### src/rtl/core/pct_pkg.sv
// ----------------------------------------------------------------------------
// pct_pkg: shared types and constants of the parent candidate table
// Table entry layout, controller command and status groups, state encoding,
// command and register codes and the reset values of registers and entries.
// ----------------------------------------------------------------------------
`default_nettype none

package pct_pkg;

  localparam logic CMD_UPDATE = 1'b0;
  localparam logic CMD_PICK   = 1'b1;

  localparam int CFG_IDX_W  = 2;
  localparam int CFG_DATA_W = 32;

  localparam logic [CFG_IDX_W-1:0] CFG_MIN_RSSI   = 2'd0;
  localparam logic [CFG_IDX_W-1:0] CFG_MAX_HOPS   = 2'd1;
  localparam logic [CFG_IDX_W-1:0] CFG_STALE_LIMIT = 2'd2;

  localparam logic signed [8:0] MIN_RSSI_RST    = -9'sd120;
  localparam logic [7:0]        MAX_HOPS_RST    = 8'd6;
  localparam logic [31:0]       STALE_LIMIT_RST = 32'd90000;

  localparam logic [7:0] NO_PARENT = 8'hFF;

  typedef struct packed {
    logic [7:0]        node;
    logic signed [8:0] signal;
    logic [7:0]        hops;
    logic [31:0]       seen;
  } entry_t;

  localparam entry_t ENTRY_RST = '{node: 8'hFF, signal: -9'sd127, hops: 8'hFF,
                                   seen: 32'd0};

  typedef enum logic [1:0] {
    ST_IDLE,
    ST_SCAN,
    ST_WRITE,
    ST_FINISH
  } state_t;

  typedef struct packed {
    logic load;
    logic rd_en;
    logic proc_en;
    logic wr_en;
    logic out_load;
  } ctrl_cmd_t;

  typedef struct packed {
    logic pass;
    logic pick;
    logic out_free;
  } ctrl_status_t;

endpackage

`default_nettype wire

### src/rtl/core/pct_if.sv
// ----------------------------------------------------------------------------
// pct_if: request and response channels of the parent candidate table
// Valid/ready channels; a transaction completes when valid and ready are high.
// ----------------------------------------------------------------------------
`default_nettype none

interface pct_req_if;
  logic              valid;
  logic              ready;
  logic              command;
  logic [31:0]       now_ms;
  logic [7:0]        node_id;
  logic signed [8:0] signal_dbm;
  logic [7:0]        hop_count;

  modport source (output valid, command, now_ms, node_id, signal_dbm, hop_count,
                  input ready);
  modport sink (input valid, command, now_ms, node_id, signal_dbm, hop_count,
                output ready);
endinterface

interface pct_rsp_if;
  logic              valid;
  logic              ready;
  logic              accepted;
  logic [7:0]        parent_id;
  logic signed [8:0] parent_dbm;
  logic              found;

  modport source (output valid, accepted, parent_id, parent_dbm, found,
                  input ready);
  modport sink (input valid, accepted, parent_id, parent_dbm, found,
                output ready);
endinterface

`default_nettype wire

### src/rtl/core/pct_ram.sv
// ----------------------------------------------------------------------------
// pct_ram: generic single write port RAM with registered read
// One write and one read per cycle; read data appears the cycle after re.
// ----------------------------------------------------------------------------
`default_nettype none

module pct_ram #(
  parameter int WIDTH = 8,
  parameter int DEPTH = 8,
  localparam int ADDR_W = (DEPTH > 1) ? $clog2(DEPTH) : 1
) (
  input  wire logic              clk,
  input  wire logic              we,
  input  wire logic [ADDR_W-1:0] waddr,
  input  wire logic [WIDTH-1:0]  wdata,
  input  wire logic              re,
  input  wire logic [ADDR_W-1:0] raddr,
  output logic      [WIDTH-1:0]  rdata
);

  logic [WIDTH-1:0] mem [DEPTH];

  always_ff @(posedge clk) begin
    if (we) begin
      mem[waddr] <= wdata;
    end
    if (re) begin
      rdata <= mem[raddr];
    end
  end

endmodule

`default_nettype wire

### src/rtl/core/pct_ctrl.sv
// ----------------------------------------------------------------------------
// pct_ctrl: sequencer of the parent candidate table
// Accepts one transaction, sweeps the table one entry a cycle, writes the
// chosen slot for a stored update and hands the result to the output register.
// ----------------------------------------------------------------------------
`default_nettype none

module pct_ctrl #(
  parameter int NUM_ENTRIES = 8,
  localparam int CNT_W = $clog2(NUM_ENTRIES + 1)
) (
  input  wire logic                  clk,
  input  wire logic                  rst,
  input  wire logic                  in_valid,
  input  wire pct_pkg::ctrl_status_t status,
  output logic                       in_ready,
  output pct_pkg::ctrl_cmd_t         cmd,
  output logic [CNT_W-1:0]           scan_cnt
);

  localparam logic [CNT_W-1:0] LAST = CNT_W'(NUM_ENTRIES);

  pct_pkg::state_t state, state_next;

  always_ff @(posedge clk) begin
    if (rst) begin
      state    <= pct_pkg::ST_IDLE;
      scan_cnt <= '0;
    end else begin
      state <= state_next;
      if (state == pct_pkg::ST_SCAN && scan_cnt != LAST) begin
        scan_cnt <= scan_cnt + CNT_W'(1);
      end else begin
        scan_cnt <= '0;
      end
    end
  end

  always_comb begin
    state_next = state;
    unique case (state)
      pct_pkg::ST_IDLE: begin
        if (in_valid) begin
          state_next = pct_pkg::ST_SCAN;
        end
      end
      pct_pkg::ST_SCAN: begin
        if (scan_cnt == LAST) begin
          if (status.pass && !status.pick) begin
            state_next = pct_pkg::ST_WRITE;
          end else begin
            state_next = pct_pkg::ST_FINISH;
          end
        end
      end
      pct_pkg::ST_WRITE: begin
        state_next = pct_pkg::ST_FINISH;
      end
      pct_pkg::ST_FINISH: begin
        if (status.out_free) begin
          state_next = pct_pkg::ST_IDLE;
        end
      end
      default: begin
        state_next = pct_pkg::ST_IDLE;
      end
    endcase
  end

  always_comb begin
    in_ready     = (state == pct_pkg::ST_IDLE);
    cmd.load     = in_ready && in_valid;
    cmd.rd_en    = (state == pct_pkg::ST_SCAN) && (scan_cnt != LAST);
    cmd.proc_en  = (state == pct_pkg::ST_SCAN) && (scan_cnt != '0);
    cmd.wr_en    = (state == pct_pkg::ST_WRITE);
    cmd.out_load = (state == pct_pkg::ST_FINISH) && status.out_free;
  end

endmodule

`default_nettype wire

### src/rtl/core/pct_datapath.sv
// ----------------------------------------------------------------------------
// pct_datapath: table storage, entry evaluation and result register
// Holds the configuration and the current transaction, tracks the matching
// or oldest slot and the best fresh candidate as entries stream out of RAM.
// ----------------------------------------------------------------------------
`default_nettype none

module pct_datapath #(
  parameter int NUM_ENTRIES = 8,
  localparam int IDX_W = (NUM_ENTRIES > 1) ? $clog2(NUM_ENTRIES) : 1,
  localparam int CNT_W = $clog2(NUM_ENTRIES + 1)
) (
  input  wire logic                              clk,
  input  wire logic                              rst,
  input  wire pct_pkg::ctrl_cmd_t                cmd,
  input  wire logic [CNT_W-1:0]                  scan_cnt,
  output pct_pkg::ctrl_status_t                  status,
  input  wire logic                              cfg_we,
  input  wire logic [pct_pkg::CFG_IDX_W-1:0]     cfg_index,
  input  wire logic [pct_pkg::CFG_DATA_W-1:0]    cfg_data,
  input  wire logic                              in_command,
  input  wire logic [31:0]                       in_now_ms,
  input  wire logic [7:0]                        in_node_id,
  input  wire logic signed [8:0]                 in_signal_dbm,
  input  wire logic [7:0]                        in_hop_count,
  input  wire logic                              out_ready,
  output logic                                   out_valid,
  output logic                                   out_accepted,
  output logic [7:0]                             out_parent_id,
  output logic signed [8:0]                      out_parent_dbm,
  output logic                                   out_found
);

  logic signed [8:0] min_rssi;
  logic [7:0]        max_hop_count;
  logic [31:0]       stale_limit_ms;

  logic              item_cmd;
  logic [31:0]       item_now;
  logic [7:0]        item_id;
  logic signed [8:0] item_sig;
  logic [7:0]        item_hops;

  logic [NUM_ENTRIES-1:0] entry_valid;
  logic                   rd_valid;
  logic [IDX_W-1:0]       rd_addr;
  logic [IDX_W-1:0]       proc_idx;
  logic [IDX_W-1:0]       wr_slot;
  pct_pkg::entry_t        ram_q;
  pct_pkg::entry_t        ent;
  pct_pkg::entry_t        wr_entry;

  logic              match_found;
  logic [IDX_W-1:0]  match_slot;
  logic [IDX_W-1:0]  oldest_slot;
  logic [31:0]       oldest_seen;

  logic              best_found;
  logic [7:0]        best_node;
  logic signed [8:0] best_sig;
  logic [7:0]        best_hops;

  logic [31:0] age;
  logic        fresh;
  logic        better;

  always_ff @(posedge clk) begin
    if (rst) begin
      min_rssi       <= pct_pkg::MIN_RSSI_RST;
      max_hop_count  <= pct_pkg::MAX_HOPS_RST;
      stale_limit_ms <= pct_pkg::STALE_LIMIT_RST;
    end else if (cfg_we) begin
      unique case (cfg_index)
        pct_pkg::CFG_MIN_RSSI:    min_rssi       <= cfg_data[8:0];
        pct_pkg::CFG_MAX_HOPS:    max_hop_count  <= cfg_data[7:0];
        pct_pkg::CFG_STALE_LIMIT: stale_limit_ms <= cfg_data;
        default: begin
        end
      endcase
    end
  end

  always_ff @(posedge clk) begin
    if (cmd.load) begin
      item_cmd  <= in_command;
      item_now  <= in_now_ms;
      item_id   <= in_node_id;
      item_sig  <= in_signal_dbm;
      item_hops <= in_hop_count;
    end
  end

  assign rd_addr  = scan_cnt[IDX_W-1:0];
  assign wr_slot  = match_found ? match_slot : oldest_slot;
  assign wr_entry = '{node: item_id, signal: item_sig, hops: item_hops, seen: item_now};

  pct_ram #(
    .WIDTH ($bits(pct_pkg::entry_t)),
    .DEPTH (NUM_ENTRIES)
  ) u_ram (
    .clk   (clk),
    .we    (cmd.wr_en),
    .waddr (wr_slot),
    .wdata (wr_entry),
    .re    (cmd.rd_en),
    .raddr (rd_addr),
    .rdata (ram_q)
  );

  always_ff @(posedge clk) begin
    if (rst) begin
      entry_valid <= '0;
    end else if (cmd.wr_en) begin
      entry_valid[wr_slot] <= 1'b1;
    end
  end

  always_ff @(posedge clk) begin
    if (cmd.rd_en) begin
      rd_valid <= entry_valid[rd_addr];
      proc_idx <= rd_addr;
    end
  end

  assign ent = rd_valid ? ram_q : pct_pkg::ENTRY_RST;

  always_comb begin
    age    = item_now - ent.seen;
    fresh  = (age <= stale_limit_ms);
    better = (ent.signal > best_sig) ||
             ((ent.signal == best_sig) && (ent.hops < best_hops)) ||
             ((ent.signal == best_sig) && (ent.hops == best_hops) &&
              (ent.node < best_node));
  end

  always_ff @(posedge clk) begin
    if (rst) begin
      match_found <= 1'b0;
      best_found  <= 1'b0;
    end else if (cmd.load) begin
      match_found <= 1'b0;
      best_found  <= 1'b0;
    end else if (cmd.proc_en) begin
      if (!match_found && ent.node == item_id) begin
        match_found <= 1'b1;
      end
      if (fresh && (!best_found || better)) begin
        best_found <= 1'b1;
      end
    end
  end

  always_ff @(posedge clk) begin
    if (cmd.proc_en) begin
      if (!match_found) begin
        if (ent.node == item_id) begin
          match_slot <= proc_idx;
        end else if (proc_idx == '0 || ent.seen < oldest_seen) begin
          oldest_slot <= proc_idx;
          oldest_seen <= ent.seen;
        end
      end
      if (fresh && (!best_found || better)) begin
        best_node <= ent.node;
        best_sig  <= ent.signal;
        best_hops <= ent.hops;
      end
    end
  end

  always_ff @(posedge clk) begin
    if (rst) begin
      out_valid <= 1'b0;
    end else if (cmd.out_load) begin
      out_valid <= 1'b1;
    end else if (out_ready) begin
      out_valid <= 1'b0;
    end
  end

  always_ff @(posedge clk) begin
    if (cmd.out_load) begin
      if (item_cmd == pct_pkg::CMD_PICK) begin
        out_accepted   <= 1'b0;
        out_found      <= best_found;
        out_parent_id  <= best_found ? best_node : pct_pkg::NO_PARENT;
        out_parent_dbm <= best_found ? best_sig : 9'sd0;
      end else begin
        out_accepted   <= status.pass;
        out_found      <= 1'b0;
        out_parent_id  <= pct_pkg::NO_PARENT;
        out_parent_dbm <= 9'sd0;
      end
    end
  end

  always_comb begin
    status.pass     = (item_sig >= min_rssi) && (item_hops <= max_hop_count);
    status.pick     = (item_cmd == pct_pkg::CMD_PICK);
    status.out_free = !out_valid || out_ready;
  end

endmodule

`default_nettype wire

### src/rtl/core/parent_candidate_table.sv
// Each request is taken only while idle; the table is then swept through the single
// read port of the table RAM, one entry is read a cycle, a stored update is written
// and the result is handed to the response register once any pending reply is taken.
// A new transaction is not accepted until the previous one has been handed over.
// Reset: synchronous; registers return to their defaults and all entries read
// as id 255, -127 dBm, 255 hops, seen at time 0, with no clearing pass.
// ----------------------------------------------------------------------------
// parent_candidate_table: neighbour table with best parent selection
// Updates store or refresh a candidate; picks return the best fresh entry.
// ----------------------------------------------------------------------------
`default_nettype none

module parent_candidate_table #(
  parameter int NUM_ENTRIES = 8
) (
  input  wire logic                           clk,
  input  wire logic                           rst,
  pct_req_if.sink                             request,
  pct_rsp_if.source                           response,
  input  wire logic                           cfg_we,
  input  wire logic [pct_pkg::CFG_IDX_W-1:0]  cfg_index,
  input  wire logic [pct_pkg::CFG_DATA_W-1:0] cfg_data
);

  localparam int CNT_W = $clog2(NUM_ENTRIES + 1);

  pct_pkg::ctrl_cmd_t    ctrl_cmd;
  pct_pkg::ctrl_status_t ctrl_status;
  logic [CNT_W-1:0]      scan_cnt;

  pct_ctrl #(
    .NUM_ENTRIES (NUM_ENTRIES)
  ) u_ctrl (
    .clk      (clk),
    .rst      (rst),
    .in_valid (request.valid),
    .status   (ctrl_status),
    .in_ready (request.ready),
    .cmd      (ctrl_cmd),
    .scan_cnt (scan_cnt)
  );

  pct_datapath #(
    .NUM_ENTRIES (NUM_ENTRIES)
  ) u_datapath (
    .clk            (clk),
    .rst            (rst),
    .cmd            (ctrl_cmd),
    .scan_cnt       (scan_cnt),
    .status         (ctrl_status),
    .cfg_we         (cfg_we),
    .cfg_index      (cfg_index),
    .cfg_data       (cfg_data),
    .in_command     (request.command),
    .in_now_ms      (request.now_ms),
    .in_node_id     (request.node_id),
    .in_signal_dbm  (request.signal_dbm),
    .in_hop_count   (request.hop_count),
    .out_ready      (response.ready),
    .out_valid      (response.valid),
    .out_accepted   (response.accepted),
    .out_parent_id  (response.parent_id),
    .out_parent_dbm (response.parent_dbm),
    .out_found      (response.found)
  );

`ifndef SYNTHESIS
  a_write_only_stored_update : assert property (@(posedge clk) disable iff (rst)
    ctrl_cmd.wr_en |-> ctrl_status.pass && !ctrl_status.pick)
    else $error("Table written for a pick or a rejected update.");

  a_no_result_overwrite : assert property (@(posedge clk) disable iff (rst)
    ctrl_cmd.out_load |-> !response.valid || response.ready)
    else $error("Pending response overwritten.");

  a_one_at_a_time : assert property (@(posedge clk) disable iff (rst)
    request.valid && request.ready |=> !request.ready)
    else $error("Second transaction accepted while one is in progress.");

  a_no_scan_while_idle : assert property (@(posedge clk) disable iff (rst)
    request.ready |-> !ctrl_cmd.rd_en && !ctrl_cmd.wr_en)
    else $error("Table accessed while waiting for a request.");
`endif

endmodule

`default_nettype wire

### src/flat_wrapper.sv
// flat-port wrapper written by rule: the top's interface ports become plain ports
module parent_candidate_table_flat 
#(
  parameter int NUM_ENTRIES = 8
)
  (clk, rst, cfg_we, cfg_index, cfg_data, request_valid, request_command, request_now_ms, request_node_id, request_signal_dbm, request_hop_count, request_ready, response_valid, response_accepted, response_parent_id, response_parent_dbm, response_found, response_ready);
  pct_req_if request_i ();
  pct_rsp_if response_i ();
  input  wire logic clk;
  input  wire logic rst;
  input  wire logic cfg_we;
  input  wire logic [pct_pkg::CFG_IDX_W-1:0] cfg_index;
  input  wire logic [pct_pkg::CFG_DATA_W-1:0] cfg_data;
  input wire logic [$bits(request_i.valid)-1:0] request_valid;
  input wire logic [$bits(request_i.command)-1:0] request_command;
  input wire logic [$bits(request_i.now_ms)-1:0] request_now_ms;
  input wire logic [$bits(request_i.node_id)-1:0] request_node_id;
  input wire logic [$bits(request_i.signal_dbm)-1:0] request_signal_dbm;
  input wire logic [$bits(request_i.hop_count)-1:0] request_hop_count;
  output wire logic [$bits(request_i.ready)-1:0] request_ready;
  output wire logic [$bits(response_i.valid)-1:0] response_valid;
  output wire logic [$bits(response_i.accepted)-1:0] response_accepted;
  output wire logic [$bits(response_i.parent_id)-1:0] response_parent_id;
  output wire logic [$bits(response_i.parent_dbm)-1:0] response_parent_dbm;
  output wire logic [$bits(response_i.found)-1:0] response_found;
  input wire logic [$bits(response_i.ready)-1:0] response_ready;
  assign request_i.valid = request_valid;
  assign request_i.command = request_command;
  assign request_i.now_ms = request_now_ms;
  assign request_i.node_id = request_node_id;
  assign request_i.signal_dbm = request_signal_dbm;
  assign request_i.hop_count = request_hop_count;
  assign request_ready = request_i.ready;
  assign response_valid = response_i.valid;
  assign response_accepted = response_i.accepted;
  assign response_parent_id = response_i.parent_id;
  assign response_parent_dbm = response_i.parent_dbm;
  assign response_found = response_i.found;
  assign response_i.ready = response_ready;
  parent_candidate_table #(.NUM_ENTRIES(NUM_ENTRIES)) u_core (.clk(clk), .rst(rst), .request(request_i), .response(response_i), .cfg_we(cfg_we), .cfg_index(cfg_index), .cfg_data(cfg_data));
endmodule
### config.mk
export PLATFORM = sky130hd
export DESIGN_NAME = parent_candidate_table_flat
export DESIGN_NICKNAME = d
export VERILOG_FILES = /design/src/rtl/core/pct_pkg.sv /design/src/rtl/core/pct_if.sv /design/src/rtl/core/pct_ram.sv /design/src/rtl/core/pct_ctrl.sv /design/src/rtl/core/pct_datapath.sv /design/src/rtl/core/parent_candidate_table.sv /design/src/flat_wrapper.sv
export SDC_FILE = /design/constraint.sdc
export NUM_CORES = 1
export LEC_CHECK = 0
export BUFFER_PORTS_ARGS = -buffer_cell sky130_fd_sc_hd__buf_2
export CAP_MARGIN = 20
export CORE_MARGIN = 2
export CORE_UTILIZATION = 45
export DETAILED_ROUTE_END_ITERATION = 8
export GPL_ROUTABILITY_DRIVEN = 0
export HOLD_SLACK_MARGIN = 0.03
export PLACE_DENSITY = 0.63
export SETUP_SLACK_MARGIN = 0.5
export SLEW_MARGIN = 10
export SYNTH_ARGS = -nofsm -noshare
export SYNTH_HDL_FRONTEND = slang
export SYNTH_SLANG_ARGS = --single-unit
### constraint.sdc
create_clock -name clk -period 11.4 [get_ports clk]
set_clock_uncertainty 0.1 [all_clocks]
set_input_delay 1.71 -clock clk [delete_from_list [all_inputs] [get_ports clk]]
set_output_delay 1.71 -clock clk [all_outputs]
set_load 0.01 [all_outputs]
Word level (Yosys, flattened, before mapping)
Memories as Yosys holds them, arrays and structs flattened. A register that Yosys moved wholly into a read port is not among the register bits.
Index checks and enable logic that the tools add are counted.
{"block": "word_totals", "reg_bits": 210, "ram_bits": 456, "input_bits": 97, "wordCells": 108, "memories": 1}
{"block": "op_classes", "add_sub_neg": 2, "order_cmp": 10, "n_eq_ne": 13, "mux": 15, "bitwise": 4, "n_reduce_logical": 37}
{"name": "u_core.u_datapath.u_ram.mem", "depth": 8, "word_bits": 57, "read_ports": 1, "rd_clocked_by_memory_dff": 1, "write_ports": 1, "line": "pct_ram.sv:21", "rtl": "logic [WIDTH-1:0] mem [DEPTH];"}
{"cell": "$mux W57", "count": 1}
{"cell": "$le A32 B32 Y1", "count": 1}
{"cell": "$lt A32 B32 Y1", "count": 1}
{"cell": "$sub A32 B32 Y32", "count": 1}
{"cell": "$eq A8 B8 Y1", "count": 2}
{"cell": "$lt A8 B8 Y1", "count": 2}
{"cell": "$logic_and A1 B1 Y1", "count": 12}
{"cell": "$reduce_and A2 Y1", "count": 6}
{"cell": "$eq A9 B9 Y1", "count": 1}
{"cell": "$ge A9 B9 Y1", "count": 1}
{"cell": "$gt A9 B9 Y1", "count": 1}
{"cell": "$le A8 B8 Y1", "count": 1}
{"cell": "$lt A3 B4 Y1 const B", "count": 2}
{"cell": "$or A8 B8 Y8", "count": 1}
{"cell": "$pmux W2 S4", "count": 1}
{"cell": "$mux W1", "count": 7}
{"cell": "$eq A2 B2 Y1 const B", "count": 3}
{"cell": "$mux W2", "count": 3}
{"cell": "$reduce_and A3 Y1", "count": 2}
{"cell": "$logic_or A1 B1 Y1", "count": 5}
{"cell": "$add A4 B1 Y4 const B", "count": 1}
{"cell": "$eq A2 B1 Y1 const B", "count": 2}
{"cell": "$eq A4 B4 Y1 const B", "count": 1}
{"cell": "$logic_not A1 Y1", "count": 4}
{"cell": "other kinds (14)", "count": 19}

Depth between registers and ports, before layout
Gate-level depths: netlist of the first run.
{"block": "logic_depth", "ltp_word": 8, "mapped_depth": 23, "mapped_depth_nobuf": 20}

By module
A second synthesis of the first run with hierarchy kept.
{"block": "hier_totals", "hier_cells": 1921, "hier_area_um2": 30843.3}
{"mod": "pct_ram", "instances": 1, "cells_each": 729, "area_per_inst_um2": 18859.3, "seq_area_each_um2": 15404.8}
{"mod": "pct_datapath", "instances": 1, "cells_each": 1150, "area_per_inst_um2": 11612.4, "seq_area_each_um2": 5525.3}
{"mod": "pct_ctrl", "instances": 1, "cells_each": 42, "area_per_inst_um2": 371.6, "seq_area_each_um2": 120.1}

Least setup slack after synthesis of the first run
Ideal clock, no wire load.
{"block": "synth_timing", "kind": "register to register", "from": "reg u_core.u_datapath.rd_valid", "to": "reg u_core.u_datapath.oldest_seen[0] (enable)", "setup_ps": 527, "t_arrival_ps": 6487, "path_slack_ps": 4286, "path_stages_with_launch": 15, "n_path_buf": 3, "period_less_slack_ps": 7114, "cell_sequence": "edfxtp_1 > clkbuf_1 > clkbuf_1 > clkbuf_1 > nand2_1 > inv_1 > ha_1 > a21o_1 > a21o_1 > a21oi_1 > nor2b_1 > o31ai_1 > a21oi_1 > o311a_1 > nor4b_1"}
{"element": "from (decl)", "line": "pct_datapath.sv:45", "rtl": "logic rd_valid;"}
{"element": "from (signal assigned)", "line": "pct_datapath.sv:120", "rtl": "rd_valid <= entry_valid[rd_addr];"}
{"element": "to (signal assigned)", "line": "pct_datapath.sv:160", "rtl": "oldest_seen <= ent.seen;"}
{"element": "to (decl)", "line": "pct_datapath.sv:56", "rtl": "logic [31:0] oldest_seen;"}

Worst setup path after layout of the first run
{"block": "layout_timing", "from": "reg u_core.u_datapath.rd_valid", "to": "reg u_core.u_datapath.best_node[5] (enable)"}
{"block": "layout_via", "elab_chain_cells": 8, "word_cells_on_any_way": 16, "cone_classes": "add/sub (1); order compare (4); eq/ne (2); mux (1); reduce/logical (8)"}
{"element": "$mux W57 *", "line": "pct_datapath.sv:125", "rtl": "assign ent = rd_valid ? ram_q : pct_pkg::ENTRY_RST;"}
{"element": "branches (longest 5 deep; another with $sub A32 B32 Y32)"}
{"element": "$logic_and A1 B1 Y1 *", "line": "pct_datapath.sv:163", "rtl": "if (fresh && (!best_found || better)) begin"}
{"element": "$reduce_and A2 Y1 (no source line) *"}
{"element": "to (signal assigned)", "line": "pct_datapath.sv:164", "rtl": "best_node <= ent.node;"}
{"element": "to (decl)", "line": "pct_datapath.sv:59", "rtl": "logic [7:0] best_node;"}
Every way passes the cells marked *.
A chain may end at the register's enable or synchronous reset.

==> results by group, run 1 <==
Timing
  • Slew Limit Fails: 0
  • Final Hold Viols: 0
  • Achievable Freq: approximately 0.16 GHz
  • Slew of the pin with the lowest slew margin: 1080 ps
  • Period minus WS final: 6370 ps
  • Setup_tns: 0 ps
  • Relative slew slack: 27.7%
  • Finish-stage setup viols: 0
  • RSZ-0062 raised after global routing: false
  • Period utilisation layout: 55.9%

Worst setup path
  • Worst setup startpoint: u_core.u_datapath.rd_valid$_DFFE_PP_
  • Setup CP Type: flip-flop to flip-flop
  • Critical Path Start Type: flip-flop
  • Worst reg2reg endpoint: u_core.u_datapath.best_node[5]$_DFFE_PP_
  • RR Startpoint: u_core.u_datapath.rd_valid$_DFFE_PP_
  • Crit path DAT: 6550 ps
  • CP endpoint: u_core.u_datapath.best_node[5]$_DFFE_PP_
  • Reg2reg path depth: 20
  • CP Data Required Time: 11580 ps
  • Crit end category: flip-flop
  • R2R setup slack: about 5000 ps
  • Worst-path fanout max: 33

Floorplanning
  • Core area: 67200 sq um
  • Die H: about 260 um
  • # rows: 95
  • Die Area: about 70000 sq um
  • Initial Util: ~45%
  • Chip Width: 265 um
  • Io pins: 118

Cells and area
  • Design area: about 35000 sq um
  • Share of layout cells above drive strength 1: ~22%
  • Nets: 2291
  • Layout area overhead: 13.8%
  • Final cell count without fillers: 2984
  • # fillers: 5432
  • Antenna diodes: 0

Logic synthesis
  • Async SR Flop Fraction: 0%
  • Yosys top cell area share: 64.6%
  • Top_reg_cell synth: edfxtp_1
  • Count leader, synth: edfxtp_1
  • Leading post-synthesis cells by cell area: edfxtp_1, mux4_2, ha_1
  • Synth top cells by count: edfxtp_1, inv_1, ha_1
  • Netlist cell types: 68
  • Post-Synthesis Cells: 1894
  • Synthesized area per cell: around 16 sq um
  • Cell area after synthesis: 30600 sq um
  • Yosys reg bits: 723
  • Net Count, Synth: 2133
  • Largest area contributor in the netlist: edfxtp_1
  • Number of synthesized flops with an enable pin: 657
  • Yosys warning total: 0
  • Seq/Total Area, Yosys: 68.9%

CTS
  • Clk sink count: 723
  • CTS resizes: 0
  • CTS tree: done
  • H-tree depth: 3
  • Post-CTS Setup Bufs: 0
  • # hold bufs at CTS: 0
  • Worst-path clk slew: 60 ps
  • CTS Root Buffer Type: clkbuf_16
  • Num CTS Buffers: between 70 and 80
  • CTS Buffer Depth: 3
  • Clk_lat worst skew: 600 ps

Drt
  • Drt pass-1 iters: 5
  • DR WL/cell: 22.1 um
  • 1st-iter DRT viols: around 1200
  • Post-DR vias/cell: 5.45
  • Antenna-violating nets left: 0
  • Drt drc: 0
  • Routed via count: 16267
  • Final WL: 66100 um

Global route
  • Largest net degree at the start of global routing: 68
  • Vias in the first global route: approximately 17000
  • Initial antenna violation count: 1
  • Global-route wire length before repair: 101000 um
  • Total global routing overflow: 0
  • Overall Global Routing Usage: a little under a fifth

Power
  • Pleak: 12.3 nW
  • PD cells: approximately 220 nW/um^2
  • Peak VDD IR: 121 uV

Hold path
  • Worst min path class: flip-flop to flip-flop
  • Worst Hold Depth: 2

Place
  • Placed cell count: about 2800
  • DP HPWL: 42100 um
  • Placed Area: between 30000 and 40000 sq um
  • PortBufs: approximately 120

Run
  • Max Cap Viol: 0

Outcome
  • Outcome: finished clean
==> flip-flops by register name, indices dropped and copies added, names as in the netlist, 9 cells and up <==
register,count
u_core.u_datapath.u_ram.mem,456
u_core.u_datapath.u_ram.rdata,57
u_core.u_datapath.item_now,32
u_core.u_datapath.oldest_seen,32
u_core.u_datapath.stale_limit_ms,32
u_core.u_datapath.best_sig,9
u_core.u_datapath.item_sig,9
u_core.u_datapath.min_rssi,9
u_core.u_datapath.out_parent_dbm,9
==> power by group <==
part	switching (mW)	total (mW)	internal, mW
Combinational	0.962	1.68	0.721
Sequential	0.233	3.53	3.29
Clock	0.979	2.43	1.45
Total	2.17	7.63	5.46
==> placed cells by master (no fill, tap or decap), types with 63 or more instances in the layout <==
cell and count:
a21oi_1 82, nor2_1 88, ha_1 141, dfxtp_1 63, edfxtp_1 657, inv_1 155, nand2_1 127, mux4_2 116
clkbuf_16 76, buf_2 117
==> cell families (layout without fill, tap and decap cells) <==
| family | Yosys count | after routing | share of synthesized area [%] |
|---|---|---|---|
| multiplexers | 183 | 183 | 11.0 |
| AND/OR/NAND/NOR | 359 | 359 | 5.53 |
| adder cells (fa/ha/maj) | 142 | 142 | 5.84 |
| flip-flops | 723 | 723 | 68.9 |
| AO/OA/AOI/OAI | 238 | 238 | 5.11 |
| buffers and inverters | 216 | 433 | 2.69 |
| XOR/XNOR | 33 | 33 | 0.946 |
==> critical path, stage by stage, from the launching register on <==
cell	delay, ps
edfxtp_1	980
buf_4	520
nand2_1	130
ha_1	400
a21o_1	230
a31oi_1	350
nand2_1	150
o31ai_2	380
a21oi_2	120
o2111ai_1	300
a41oi_2	160
xor2_1	170
ha_1	300
nand4_1	100
nor2_1	170
nand2_1	100
nor3_1	360
nand4_1	170
a21oi_1	320
a21boi_2	210
buf_4	320
==> routing by layer <==
layer	GRT usage, %	up-vias	share of wire (%)	wire length (um)
li1	-	7537	-	-
met1	26.0	8292	45	29600
met2	32.5	346	49	32400
met3	2.64	90	4.4	2880
met4	5.59	2	1.9	1240
met5	0	-	0.017	11
==> cell type report <==
class / count / area, sq um / area share [%]
clock buffer: 99 / 2050 / 5.89
clock inverter: 35 / 398 / 1.14
inverter: 157 / 589 / 1.69
multi-input combinational: 955 / 8760 / 25.2
sequential: 723 / 21100 / 60.5
tap: 873 / 1090 / 3.14
timing repair buffer: 142 / 833 / 2.40
==> worst min path at each step <==
stage / startpoint / to / slack (ps)
after floorplan: u_core.u_ctrl.scan_cnt[2]$_SDFF_PP0_ / u_core.u_datapath.proc_idx[2]$_DFFE_PP_ / 310
after global placement: u_core.u_datapath.entry_valid[1]$_SDFFE_PP0P_ / u_core.u_datapath.entry_valid[1]$_SDFFE_PP0P_ / 340
after detailed placement: u_core.u_datapath.stale_limit_ms[20]$_SDFFE_PP0P_ / u_core.u_datapath.stale_limit_ms[20]$_SDFFE_PP0P_ / 350
after CTS: u_core.u_datapath.stale_limit_ms[20]$_SDFFE_PP0P_ / u_core.u_datapath.stale_limit_ms[20]$_SDFFE_PP0P_ / 360
after global routing: u_core.u_datapath.stale_limit_ms[20]$_SDFFE_PP0P_ / u_core.u_datapath.stale_limit_ms[20]$_SDFFE_PP0P_ / 370
final: u_core.u_datapath.stale_limit_ms[20]$_SDFFE_PP0P_ / u_core.u_datapath.stale_limit_ms[20]$_SDFFE_PP0P_ / 360
==> metrics by stage <==
stage	util (%)	setup slack (ps)	hold slack [ps]	total power, mW
CTS	51.8	4950	356	7.70
finish	51.8	5030	355	7.63
floorplan	-	4290	306	4.73
detailed placement	48.1	4980	348	5.26
global placement	48.0	5160	344	5.22
global route	51.8	4460	370	8.02
Power figures use the tool's default switching activity.
==> run 2: changes to the inputs <==
==> constraint.sdc (replaced) <==
create_clock -name clk -period 6.6 [get_ports clk]
set_clock_uncertainty 0.1 [all_clocks]
set_input_delay 0.99 -clock clk [delete_from_list [all_inputs] [get_ports clk]]
set_output_delay 0.99 -clock clk [all_outputs]
set_load 0.01 [all_outputs]
==> run 2 against run 1 <==
  * Critical path depth rose by 1
  * Non-clock buffer count rose by 1
  * Register-to-register slack got worse by 4000 ps
  * Sequential cell count did not move
  * Critical path type unchanged
  * Largest cell class unchanged
  * Largest power group unchanged
  * Highest routed layer is now met4
==> results by group, run 2 (same netlist as run 1, synthesis figures left out) <==
CTS
  • CTS Root Buffer Type: clkbuf_16
  • Clk sink count: 723
  • H-tree depth: 3
  • Worst-path clk slew: 60 ps
  • CTS tree: done
  • CTS Buffer Depth: 3
  • Clk_lat worst skew: ~630 ps
  • Num CTS Buffers: just under 80
  • CTS resizes: 0

Timing
  • Setup_tns: 0 ps
  • Finish-stage setup viols: 0
  • Period utilisation layout: 83.7%
  • Relative slew slack: about a third
  • RSZ-0062 raised after global routing: false
  • Final setup margin: ~1100 ps
  • Slew Limit Fails: 0
  • Period minus WS final: 5530 ps
  • Final Hold Viols: 0
  • Slew of the pin with the lowest slew margin: between 1000 and 1500 ps
  • Achievable Freq: 0.181 GHz

Drt
  • Routed via count: 16421
  • Post-DR vias/cell: 5.48
  • DR WL/cell: 22.7 um
  • Drt pass-1 iters: 5
  • 1st-iter DRT viols: ~1300
  • Antenna-violating nets left: 0
  • Final WL: 67900 um
  • Drt drc: 0

Worst setup path
  • Worst reg2reg endpoint: u_core.u_datapath.best_node[1]$_DFFE_PP_
  • Setup CP Type: flip-flop to flip-flop
  • Worst setup startpoint: u_core.u_datapath.rd_valid$_DFFE_PP_
  • Cell mode on critical path: buf_4
  • Max stage delay on crit path: around 360 ps
  • CP Data Required Time: 6770 ps
  • Crit. path cell count: 21
  • Worst-path fanout max: 25
  • R2R setup slack: around 1100 ps
  • Critical-path cell list: buf_4, buf_4, nand2_1, ha_1, a21oi_1, o21ai_0, a211o_1, o221ai_2, nor2_2, or2_4, a221o_1, xor2_1, ha_1, nand4_1, nor2_1, nand2_1, nor3_1, nand4_1, a21oi_1, a21boi_2, buf_4
  • Critical Path Start Type: flip-flop
  • RR Startpoint: u_core.u_datapath.rd_valid$_DFFE_PP_
  • CP max stage cell: nor3_1
  • CP delay by family, top: compound AO/OA/AOI/OAI gates
  • Crit end category: flip-flop
  • Reg2reg path depth: 21
  • Crit path DAT: between 5000 and 6000 ps
  • WP buf/inv: 3
  • CP endpoint: u_core.u_datapath.best_node[1]$_DFFE_PP_

Power
  • Final Power: ~14 mW
  • Int Pwr: 9.65 mW
  • Clock power share: 33.0%
  • Switching Share: 28.7%
  • Sw Pwr: around 3.9 mW
  • Pleak: ~12 nW
  • Logic pwr share: a little over a fifth
  • PD cells: 387 nW/um^2
  • Sequential Power Share: 45.0%
  • Peak VDD IR: 215 uV

Cells and area
  • Area of the multi-input gates: 8780 sq um
  • Share of layout cells above drive strength 1: roughly 22%
  • Biggest register: u_core.u_datapath.u_ram.mem
  • Most frequent cells in the layout: edfxtp_1, inv_1, ha_1, nand2_1, buf_2
  • Nets: 2296
  • Leading registers by flop count: u_core.u_datapath.u_ram.mem x456, u_core.u_datapath.u_ram.rdata x57
  • Layout area overhead: 14.4%
  • Antenna diodes: 0
  • Max FFs per register: 456
  • FF/Latch Area: ~21000 sq um
  • # fillers: approximately 5400
  • Commonest non-fill, non-tap cell in the layout: edfxtp_1
  • Final cell count without fillers: roughly 3000

Place
  • PortBufs: 117
  • Worst slack at placement: 895 ps
  • DP HPWL: 42100 um
  • Placed cell count: 2847

Hold path
  • Worst min path class: flip-flop to flip-flop

Global route
  • Total global routing overflow: 0
  • Initial antenna violation count: 0
  • Largest net degree at the start of global routing: 62
  • Vias in the first global route: 16990
  • Overall Global Routing Usage: approximately 20%
  • Global-route wire length before repair: about 100000 um

Floorplanning
  • Core area: 67200 sq um
  • Io pins: roughly 120
  • Chip Width: 265 um
  • Die Area: approximately 70000 sq um
  • Initial Util: 45.5%
  • # rows: 95
  • Die H: 265 um

Outcome
  • Outcome: finished clean

Run
  • Max Cap Viol: 0
-- run 2: changes by cell type in the layout (fill, tap and decap cells not counted), sizes merged --
cell    before  now
buf        142  143
bufinv       8   11
clkbuf      99   98
clkinv      22   32
inv        159  156
-- run 2: through the flow --
stage	instance area (sq um)	utilization, %	hold WS, ps
3_5_place_dp	32300	48.0	348
5_1_grt	34900	52.0	378
3_3_place_gp	32300	48.0	343
4_1_cts	34900	52.0	356
2_1_floorplan	30600	-	306
6_report	34900	52.0	359
-- run 2: power by group through the flow --
| stage | Clock [mW] | Sequential [mW] | Combinational, mW |
|---|---|---|---|
| after floorplan | 0 | 5.98 | 2.20 |
| after global placement | 0 | 6.17 | 2.87 |
| after detailed placement | 0 | 6.19 | 2.95 |
| after CTS | 4.55 | 6.10 | 2.98 |
| after global routing | 4.73 | 6.15 | 3.34 |
| final | 4.46 | 6.09 | 2.98 |
-- run 2: per-layer routing --
| layer | share of wire (%) | track usage, % | vias to the layer above | routed length [um] |
|---|---|---|---|---|
| met1 | 45 | 27.8 | 8369 | 30900 |
| met2 | 47 | 32.0 | 400 | 32000 |
| li1 | - | - | 7555 | - |
| met4 | 2.4 | 6.11 | 0 | 1610 |
| met5 | 0 | 0 | - | 0 |
| met3 | 5.1 | 3.17 | 97 | 3460 |
-- run 2: worst register-to-register path: stages, from the launching register on --
cell and delay, ps:
edfxtp_1 320, buf_4 170, buf_4 250, nand2_1 120, ha_1 350, a21oi_1 210, o21ai_0 220, a211o_1 330
o221ai_2 230, nor2_2 80, or2_4 270, a221o_1 310, xor2_1 150, ha_1 310, nand4_1 100, nor2_1 180
nand2_1 100, nor3_1 360, nand4_1 140, a21oi_1 310, a21boi_2 210, buf_4 330
-- run 2: timing repair --
| item | in CTS | in global routing |
|---|---|---|
| hold buffers | 0 | 0 |
| endpoints found under the setup margin | 0 | 14 |
| buffers inserted | 0 | 4 |
| endpoints found under the hold margin | 0 | 0 |
-- run 2: layout make-up --
cell class / instances / share of cell area [%]
clock buffer: 98 / 6.04
sequential: 723 / 60.3
timing repair buffer: 143 / 2.23
multi-input combinational: 955 / 25.1
inverter: 157 / 1.69
tap: 873 / 3.13
clock inverter: 45 / 1.54
-- run 2: worst min-delay path by stage --
stage / startpoint / endpoint / slack [ps] / cells after the start
2_1_floorplan: u_core.u_ctrl.scan_cnt[2]$_SDFF_PP0_ / u_core.u_datapath.proc_idx[2]$_DFFE_PP_ / 310 / 0
3_3_place_gp: u_core.u_datapath.stale_limit_ms[3]$_SDFFE_PP0P_ / u_core.u_datapath.stale_limit_ms[3]$_SDFFE_PP0P_ / 340 / 2
3_5_place_dp: u_core.u_datapath.stale_limit_ms[30]$_SDFFE_PP0P_ / u_core.u_datapath.stale_limit_ms[30]$_SDFFE_PP0P_ / 350 / 2
4_1_cts: u_core.u_datapath.stale_limit_ms[30]$_SDFFE_PP0P_ / u_core.u_datapath.stale_limit_ms[30]$_SDFFE_PP0P_ / 360 / 2
5_1_grt: u_core.u_datapath.stale_limit_ms[18]$_SDFFE_PP0P_ / u_core.u_datapath.stale_limit_ms[18]$_SDFFE_PP0P_ / 380 / 2
6_report: u_core.u_datapath.stale_limit_ms[30]$_SDFFE_PP0P_ / u_core.u_datapath.stale_limit_ms[30]$_SDFFE_PP0P_ / 360 / 2
==> run 3: changes to the inputs <==
--- a/config.mk
+++ b/config.mk
@@ -12,7 +12,7 @@
 export DETAILED_ROUTE_END_ITERATION = 8
 export GPL_ROUTABILITY_DRIVEN = 0
 export HOLD_SLACK_MARGIN = 0.03
-export PLACE_DENSITY = 0.63
+export PLACE_DENSITY = 0.65
 export SETUP_SLACK_MARGIN = 0.5
 export SLEW_MARGIN = 10
 export SYNTH_ARGS = -nofsm -noshare
==> constraint.sdc (replaced) <==
create_clock -name clk -period 4.5 [get_ports clk]
set_clock_uncertainty 0.1 [all_clocks]
set_input_delay 0.675 -clock clk [delete_from_list [all_inputs] [get_ports clk]]
set_output_delay 0.675 -clock clk [all_outputs]
set_load 0.01 [all_outputs]
==> run 3 against run 2 <==
  * Core utilization rose by 2.2 points
  * Sequential cell count unchanged
  * Combinational power is 86% higher
  * Largest cell class unchanged
  * The flow now finishes with violations (negative setup slack)
  * Global-route usage up 0.19 points
  * Sequential power up 45%
  * Clock power up 41%
  * Hold slack worse by 230 ps
  * Non-clock buffer count grew 129
  * Worst setup slack lost 1500 ps
  * Die area unchanged
  * Register-to-register slack worse by 1500 ps
  * First-iteration DRC count up 4.8%
==> results by group, run 3 (same netlist as run 1, synthesis figures left out) <==
Worst setup path
  • Critical-path cell list: buf_12, buf_16, nand2_4, ha_4, or3_4, a31oi_4, buf_4, a211oi_1, buf_4, o21ai_0, nand2b_1, xor2_1, ha_1, a21o_1, a21o_1, a21oi_1, o21ai_2, a221oi_2, nand4_1, a21oi_4, a21boi_4, buf_6, buf_12
  • Crit path DAT: 5180 ps
  • R2R setup slack: -460 ps
  • Critical Path Start Type: flip-flop
  • Worst reg2reg endpoint: u_core.u_datapath.best_sig[3]$_DFFE_PP_
  • Worst setup startpoint: u_core.u_datapath.rd_valid$_DFFE_PP_
  • CP Data Required Time: 4720 ps
  • CP endpoint: u_core.u_datapath.best_sig[3]$_DFFE_PP_
  • Reg2reg path depth: 23
  • RR Startpoint: u_core.u_datapath.rd_valid$_DFFE_PP_
  • Crit end category: flip-flop
  • Max stage delay on crit path: 440 ps
  • Setup CP Type: flip-flop to flip-flop
  • CP max stage cell: edfxtp_1
  • Worst-path fanout max: 9

Cells and area
  • Layout area overhead: 19.1%
  • Most frequent cells in the layout: edfxtp_1, inv_1, buf_4, ha_1, buf_2
  • # fillers: between 5000 and 6000
  • Commonest non-fill, non-tap cell in the layout: edfxtp_1
  • Leading registers by flop count: u_core.u_datapath.u_ram.mem x456, u_core.u_datapath.u_ram.rdata x57
  • Biggest register: u_core.u_datapath.u_ram.mem
  • Nets: around 2400
  • FF/Latch Area: 21100 sq um
  • Share of layout cells above drive strength 1: 29.2%
  • Max FFs per register: 456
  • Area of the multi-input gates: between 9000 and 10000 sq um

Hold path
  • Worst min path class: primary input to flip-flop

CTS
  • CTS tree: done
  • Clk sink count: 723
  • CTS Root Buffer Type: clkbuf_16
  • # hold bufs at CTS: 0
  • CTS Buffer Depth: 3
  • Num CTS Buffers: 75
  • H-tree depth: 3
  • Worst-path clk slew: around 70 ps
  • Clk_lat worst skew: 630 ps

Drt
  • Post-DR vias/cell: about 5.4
  • Routed via count: 16913
  • Final WL: 69400 um
  • Antenna-violating nets left: 0
  • Drt drc: 0
  • 1st-iter DRT viols: 1344
  • Drt pass-1 iters: 7
  • DR WL/cell: 22.2 um

Place
  • PortBufs: approximately 120
  • DP HPWL: 43600 um
  • Worst slack at placement: -591 ps

Floorplanning
  • Die H: 265 um
  • Core area: 67200 sq um
  • Initial Util: 45.5%
  • # rows: 95
  • Die Area: 70000 sq um
  • Io pins: 118
  • Chip Width: 265 um

Outcome
  • Outcome: finished with violations
  • Failing checks: negative setup slack

Power
  • Pleak: between 10 and 15 nW
  • PD cells: between 500 and 600 nW/um^2
  • Peak VDD IR: 319 uV

Timing
  • Relative slew slack: 26.2%
  • RSZ-0062 raised after global routing: true
  • Final setup margin: -462 ps
  • Setup_tns: -11210 ps
  • Period utilisation layout: 110%
  • Achievable Freq: 0.202 GHz
  • Finish-stage setup viols: 25
  • Period minus WS final: 4960 ps
  • Final Hold Viols: 0
  • Slew of the pin with the lowest slew margin: 1110 ps
  • Slew Limit Fails: 0

Global route
  • Overall Global Routing Usage: 20.0%
  • Total global routing overflow: 0
  • Initial antenna violation count: 8
  • Global-route wire length before repair: 105000 um
  • Vias in the first global route: between 15000 and 20000
  • Largest net degree at the start of global routing: 69

Run
  • Max Cap Viol: 0
-- run 3: final cells by class --
cell class | instances | share of cell area, %
Sequential cell | 723 | 57.9
Multi-Input combinational cell | 955 | 25.4
Clock inverter | 43 | 1.24
Antenna cell | 2 | 0.0137
Tap cell | 873 | 3.00
Inverter | 157 | 1.62
Clock buffer | 95 | 5.68
Timing Repair Buffer | 272 | 5.23
-- run 3: worst min-delay path by stage --
stage / cells past startpoint / end / slack (ps) / startpoint
floorplan: 0 / u_core.u_datapath.proc_idx[2]$_DFFE_PP_ / 310 / u_core.u_ctrl.scan_cnt[2]$_SDFF_PP0_
global placement: 2 / u_core.u_datapath.entry_valid[7]$_SDFFE_PP0P_ / 340 / u_core.u_datapath.entry_valid[7]$_SDFFE_PP0P_
detailed placement: 2 / u_core.u_datapath.stale_limit_ms[23]$_SDFFE_PP0P_ / 350 / u_core.u_datapath.stale_limit_ms[23]$_SDFFE_PP0P_
CTS: 1 / u_core.u_datapath.item_now[25]$_DFFE_PP_ / 90 / request_now_ms[25]
global route: 1 / u_core.u_datapath.item_now[19]$_DFFE_PP_ / 110 / request_now_ms[19]
finish: 1 / u_core.u_datapath.item_sig[2]$_DFFE_PP_ / 130 / request_signal_dbm[2]
-- run 3: metrics by stage --
step | hold WS [ps] | std cells | area [sq um] | util (%) | total power, mW
after CTS | 90.5 | 3115 | 36300 | 54.0 | 20.7
after detailed placement | 353 | 2959 | 33200 | 49.5 | 14.0
after global routing | 106 | 3119 | 36400 | 54.2 | 21.6
after global placement | 344 | 2959 | 33200 | 49.5 | 13.8
final | 127 | 3120 | 36400 | 54.2 | 20.6
after floorplan | 306 | 1894 | 30700 | - | 12.1
-- run 3: critical path, delay by kind of cell (launching register included) --
kind / cells / cell delay [ps]
AND/OR/NAND/NOR: 4 / 750
AO/OA/AOI/OAI: 10 / 1850
adder cells (fa/ha/maj): 2 / 490
XOR/XNOR: 1 / 160
flip-flops: 1 / 440
buffers and inverters: 6 / 870
-- run 3: repair_timing --
item / in CTS / in global routing
setup endpoints to repair: 26 / 52
resized for setup: 63 / 19
endpoints found under the hold margin: 0 / 0
gates cloned: 2 / 0
pin swaps: 33 / 17
buffers inserted: 16 / 2
-- run 3: metal layers --
layer | GRT usage (%) | share of wire (%) | vias up
met3 | 3.29 | 5.3 | 122
met2 | 32.5 | 48 | 450
li1 | - | - | 7792
met5 | 0 | 0.10 | -
met4 | 7.60 | 2.9 | 12
met1 | 27.3 | 44 | 8537
-- run 3: where the power goes --
group	total [mW]	internal, mW	leakage (nW)	switching (mW)
Combinational	5.54	2.59	5.34	2.95
Clock	6.27	3.69	1.23	2.58
Sequential	8.81	8.34	6.47	0.475
Total	20.6	14.6	13.0	6.00
